<file path="src/ssto_pkg.sv">
`default_nettype none

package ssto_pkg;

    localparam int NUM_W    = 50;
    localparam int DEN_W    = 32;
    localparam int Q_W      = 31;
    localparam int DIV_LAT  = Q_W + 1;
    localparam int PIPE_LAT = DIV_LAT + 4;

    localparam int CFG_IDX_W = 3;
    localparam int CFG_W     = 16;

    typedef enum logic [CFG_IDX_W-1:0] {
        CFG_CENTER_X      = 3'd0,
        CFG_CENTER_Y      = 3'd1,
        CFG_BASELINE      = 3'd2,
        CFG_FOCAL_LENGTH  = 3'd3,
        CFG_PIXELS_PER_MM = 3'd4,
        CFG_Z_LIMIT       = 3'd5
    } t_cfg_idx;

    localparam logic [CFG_W-1:0] RST_CENTER_X      = 16'd0;
    localparam logic [CFG_W-1:0] RST_CENTER_Y      = 16'd0;
    localparam logic [CFG_W-1:0] RST_BASELINE      = 16'd1920;
    localparam logic [CFG_W-1:0] RST_FOCAL_LENGTH  = 16'd3891;
    localparam logic [CFG_W-1:0] RST_PIXELS_PER_MM = 16'd10667;
    localparam logic [CFG_W-1:0] RST_Z_LIMIT       = 16'd500;

    typedef struct packed {
        logic dz;
        logic negx;
        logic negy;
        logic negz;
        logic keep;
    } t_side;

endpackage

`default_nettype wire

</file>
<file path="src/ssto_div.sv">
`default_nettype none

module ssto_div (
    input  wire logic                       i_clk,
    input  wire logic                       i_rst_n,
    input  wire logic                       i_valid,
    input  wire logic [ssto_pkg::NUM_W-1:0] i_num,
    input  wire logic [ssto_pkg::DEN_W-1:0] i_den,
    output logic                            o_valid,
    output logic [ssto_pkg::Q_W-1:0]        o_quo,
    output logic                            o_ovf
);

    logic                        r_v   [0:ssto_pkg::Q_W];
    logic [ssto_pkg::DEN_W-1:0]  r_rem [0:ssto_pkg::Q_W];
    logic [ssto_pkg::DEN_W-1:0]  r_den [0:ssto_pkg::Q_W];
    logic [ssto_pkg::Q_W-1:0]    r_num [0:ssto_pkg::Q_W];
    logic [ssto_pkg::Q_W-1:0]    r_quo [0:ssto_pkg::Q_W];
    logic                        r_ovf [0:ssto_pkg::Q_W];

    logic [ssto_pkg::DEN_W-1:0]  n_hi;

    assign n_hi = ssto_pkg::DEN_W'(i_num[ssto_pkg::NUM_W-1:ssto_pkg::Q_W]);

    always_ff @(posedge i_clk) begin
        if (!i_rst_n) begin
            r_v[0] <= 1'b0;
        end else begin
            r_v[0] <= i_valid;
        end
        r_rem[0] <= n_hi;
        r_den[0] <= i_den;
        r_num[0] <= i_num[ssto_pkg::Q_W-1:0];
        r_quo[0] <= '0;
        r_ovf[0] <= (n_hi >= i_den);
    end

    for (genvar k = 1; k <= ssto_pkg::Q_W; k++) begin : g_step
        logic [ssto_pkg::DEN_W:0]   n_t;
        logic                       n_ge;
        logic [ssto_pkg::DEN_W:0]   n_diff;

        always_comb begin
            n_t    = {r_rem[k-1], r_num[k-1][ssto_pkg::Q_W-1]};
            n_ge   = (n_t >= {1'b0, r_den[k-1]});
            n_diff = n_ge ? (n_t - {1'b0, r_den[k-1]}) : n_t;
        end

        always_ff @(posedge i_clk) begin
            if (!i_rst_n) begin
                r_v[k] <= 1'b0;
            end else begin
                r_v[k] <= r_v[k-1];
            end
            r_rem[k] <= n_diff[ssto_pkg::DEN_W-1:0];
            r_den[k] <= r_den[k-1];
            r_num[k] <= {r_num[k-1][ssto_pkg::Q_W-2:0], 1'b0};
            r_quo[k] <= {r_quo[k-1][ssto_pkg::Q_W-2:0], n_ge};
            r_ovf[k] <= r_ovf[k-1];
        end
    end

    assign o_valid = r_v[ssto_pkg::Q_W];
    assign o_quo   = r_quo[ssto_pkg::Q_W];
    assign o_ovf   = r_ovf[ssto_pkg::Q_W];

`ifndef SYNTHESIS
    a_rem_below_den: assert property (@(posedge i_clk) disable iff (!i_rst_n)
        (r_v[ssto_pkg::Q_W] && !r_ovf[ssto_pkg::Q_W])
            |-> (r_rem[ssto_pkg::Q_W] < r_den[ssto_pkg::Q_W]))
        else $error("remainder not below divisor");

    a_valid_through: assert property (@(posedge i_clk) disable iff (!i_rst_n)
        r_v[0] |-> ##(ssto_pkg::Q_W) o_valid)
        else $error("valid lost in divider");

    a_no_spurious: assert property (@(posedge i_clk) disable iff (!i_rst_n)
        !r_v[0] |-> ##(ssto_pkg::Q_W) !o_valid)
        else $error("spurious valid from divider");
`endif

endmodule

`default_nettype wire

</file>
<file path="config.mk">
export PLATFORM = sky130hd
export DESIGN_NAME = ssto_div
export DESIGN_NICKNAME = d
export VERILOG_FILES = /design/src/ssto_pkg.sv /design/src/ssto_div.sv
export SDC_FILE = /design/constraint.sdc
export NUM_CORES = 2
export LEC_CHECK = 0
export BUFFER_PORTS_ARGS = -buffer_cell sky130_fd_sc_hd__buf_4
export CORE_UTILIZATION = 35
export CTS_BUF_LIST = sky130_fd_sc_hd__clkbuf_2
export CTS_CLUSTER_SIZE = 30
export DETAILED_ROUTE_END_ITERATION = 8
export PLACE_DENSITY = 0.57
export SLEW_MARGIN = 40
export SYNTH_ARGS = -nofsm -noshare
export SYNTH_HDL_FRONTEND = slang
export SYNTH_SLANG_ARGS = --single-unit
</file>
<file path="constraint.sdc">
create_clock -name i_clk -period 3.9 [get_ports i_clk]
set_clock_uncertainty 0.05 [all_clocks]
set_input_delay 0.975 -clock i_clk [delete_from_list [all_inputs] [get_ports i_clk]]
set_output_delay 0.975 -clock i_clk [all_outputs]
set_load 0.02 [all_outputs]
</file>
==> results_dict.tcl <==
set metrics [dict create \
    track_usage 0.159 \
    vias 88200 \
    most-common-layout-cells "2,989 x dfxtp_1, 1,238 x inv_1, 1,060 x clkbuf_2" \
    synthesis.nets 13500 \
    relSlewSlack 0.356 \
    ys.flop_type "dfxtp_1" \
    pre_cts_ws_ns 0.0106 \
    cp_data_required_time_ns 5.86 \
    cts_max_level 6 \
    timing.critical_path.arrival_ns 5.74 \
    largest_fanout_on_the_critical_path 33 \
    grt.met1_usage 0.211 \
    tritoncts.num_buffers 764 \
    die_w_um 595 \
    gr-usage-met2 0.259 \
    placement_rows 217 \
    synth.yosys.warnings 0 \
    drt_first_pass_iters 6 \
    maxClockFrequency_mhz 264 \
    path_cells "inv_1, ha_1, nor2b_1, o31a_1, o311ai_2, a21oi_1, o21a_1, a221o_1, a41oi_2, o21ai_2, a31oi_2, o21ai_4, buf_12, mux2_4" \
    finalWorstSetupSlack_ns 0.119 \
    detailedRoute.firstIterationViolations 4419 \
    post-route-util 0.403 \
    postSynthAreaPerCell_um2 9.91 \
    postSynth.asyncResetShare 0 \
    average_detailed_routed_wire_length_per_instance_um 15.6 \
    worst_vdd_rail_ir_drop_mv 0.397 \
    setup_viol 0 \
    period_minus_slack_ns 3.78 \
    nNetsFinal 14600 \
    gate_count_post_synth 12400 \
    finalWirelength_um 291000 \
    drive_gt1_frac 0.150 \
    drc_violations 0 \
    design.portCount 118 \
    portion_of_the_post_synthesis_area_used_by_sequential_elements 0.492 \
    portBuffers 117 \
    yosys_register_bits 3027 \
    antenna_left 0 \
    maximum_number_of_pins_on_one_net_before_global_route_repair 61 \
    worst_hold_class "flop to flop" \
    grt_pass1_vias 86600 \
    initial_antenna_violation_count 13 \
    worst-slew-pin-transition_ns 0.966 \
    syn2layout_area_growth_pct 14.3 \
    grt_busiest_layer "met2" \
    dp_hpwl_um 220000 \
    layout_commonest_cell "dfxtp_1" \
    groute.layer.met3.usage 0.0295 \
    syn_area_um2 123000 \
    worst_skew_pair.late_latency_ns 2.19 \
    timing.setup.critical_path_class "flop to flop" \
    power_density_nw_per_um2 792 \
    starting_utilization_of_the_core_area 0.352 \
    vias_per_instance 4.72 \
    dieHeight_um 595 \
    run_status "completed" \
    synth_largest_area_cell "dfxtp_1" \
    number_of_slew_limit_violations_in_the_final_report 0 \
    leakage_nw 65.9 \
    cts.reportedPaths.clkPinSlew_ns 0.11 \
    design.core.area_um2 350000 \
    critPathLaunchType "flop" \
    final_hold_viol_count 0 \
    cts.sink_count 3027 \
    synth_enable_flop_cells 0 \
    synthTopCellsByArea "dfxtp_1 49%, ha_1 10%, a21oi_1 3.9%" \
    post-synth-top-area-fraction 0.492 \
    number_of_distinct_library_cells_after_synthesis 98 \
    crit_path_max_incr_delay_ns 0.42 \
    floorplan.die_area_um2 354000 \
    root_buffer "clkbuf_2" \
    min_period_over_period 0.970 \
    overflow_after_grt 0 \
    final.fill_count 34700 \
    finalWeightedCongestion 0.895 \
    critical_path.endpoint_type "flop" \
    wire_length_of_the_first_global_routing_pass_um 461000 \
    tritoncts_clock_tree "built" \
    rsz0062_at_grt "yes" \
    clockBufferDepth 4 \
    crit_path_top_delay_cell "a221o_1" \
    timing.max_cap.violations 0 \
]
critical path, delay by kind of cell (launching register included):
family | cells | cell delay (ns)
AOI/OAI and AO/OA | 9 | 2.13
DFF | 1 | 0.40
muxes | 1 | 0.32
adders and majority gates | 1 | 0.28
buffers and inverters | 2 | 0.26
and+or+nand+nor | 1 | 0.14
synth_stat cells (all sizes together) (77+ instances only):
library cell,n
a31oi,89
nand2b,137
mux2,449
dfxtp,3027
nor3,122
clkbuf,203
xnor2,495
nor2,555
nand3,202
a21oi,958
xor2,306
and3,77
nor2b,166
nand2,821
o21ai,788
nand4,158
inv,1238
ha,999
a21o,495
o21bai,141
o21a,115
final timing paths:
check / startpoint / end / slack (ns) / cells past startpoint
max: r_den[0][65] / r_rem[0][100] / 0.12 / 14
min: r_den[4][119] / r_den[5][23] / 0.12 / 0
max reg2reg: r_den[0][65] / r_rem[0][100] / 0.12 / 14
min reg2reg: r_den[4][119] / r_den[5][23] / 0.12 / 0
area by class of cell:
type / count / area, µm² / area share
antenna: 18 / 45.0 / 0.000320
clock buffer: 1060 / 5310 / 0.0377
clock inverter: 274 / 1750 / 0.0124
inverter: 1238 / 4650 / 0.0330
multi-input combinational: 7891 / 57300 / 0.406
sequential: 3027 / 60600 / 0.430
tap: 4599 / 5750 / 0.0408
timing repair buffer: 575 / 5490 / 0.0390
per-layer routing:
| metal | routed length (µm) | part of all wire |
|---|---|---|
| met1 | 138000 | 0.48 |
| met4 | 8650 | 0.030 |
| met3 | 13400 | 0.046 |
| met2 | 130000 | 0.45 |
| met5 | 13 | 0.000045 |
per-stage QoR:
stage	total power, W	TNS, ns	cells	hold WS [ns]	area [µm²]
final	0.112	0	18700	0.115	141000
after global routing	0.121	-0.613	18700	0.0992	141000
after CTS	0.113	-3.26	18700	0.0546	141000
after detailed placement	0.0899	0	17100	0.262	131000
after global placement	0.0898	0	17100	0.260	131000
after floorplan	0.0768	0	12400	0.260	123000
cells by family after synthesis:
kind of cell,share of synthesized area
multiplexers,0.0453
buffers and inverters,0.0471
AO/OA/AOI/OAI,0.156
AND/OR/NAND/NOR,0.0970
XOR/XNOR,0.0569
flip-flops,0.492
adder cells (fa/ha/maj),0.106
power by group:
group	total, W	internal [W]	switching [W]	leakage, nW
clock network	0.0213	0.00851	0.0128	5.27
registers	0.0419	0.0377	0.00417	25.4
logic	0.0483	0.0223	0.0260	35.3
registers in the layout (all words and copies together), names as in the netlist:
name	cells
r_num	496
r_v	32
r_ovf	32
r_den	992
r_quo	496
r_rem	979
what timing repair did:
item                                    CTS  global route
hold endpoints to repair                115            31
setup buffers                             0             7
resized for setup                        62            44
gates cloned                              0             2
pin swaps                                 0            11
endpoints found under the setup margin   51           271
hold buffers                            251             1
No activity file was read; power rests on OpenSTA's default activity.
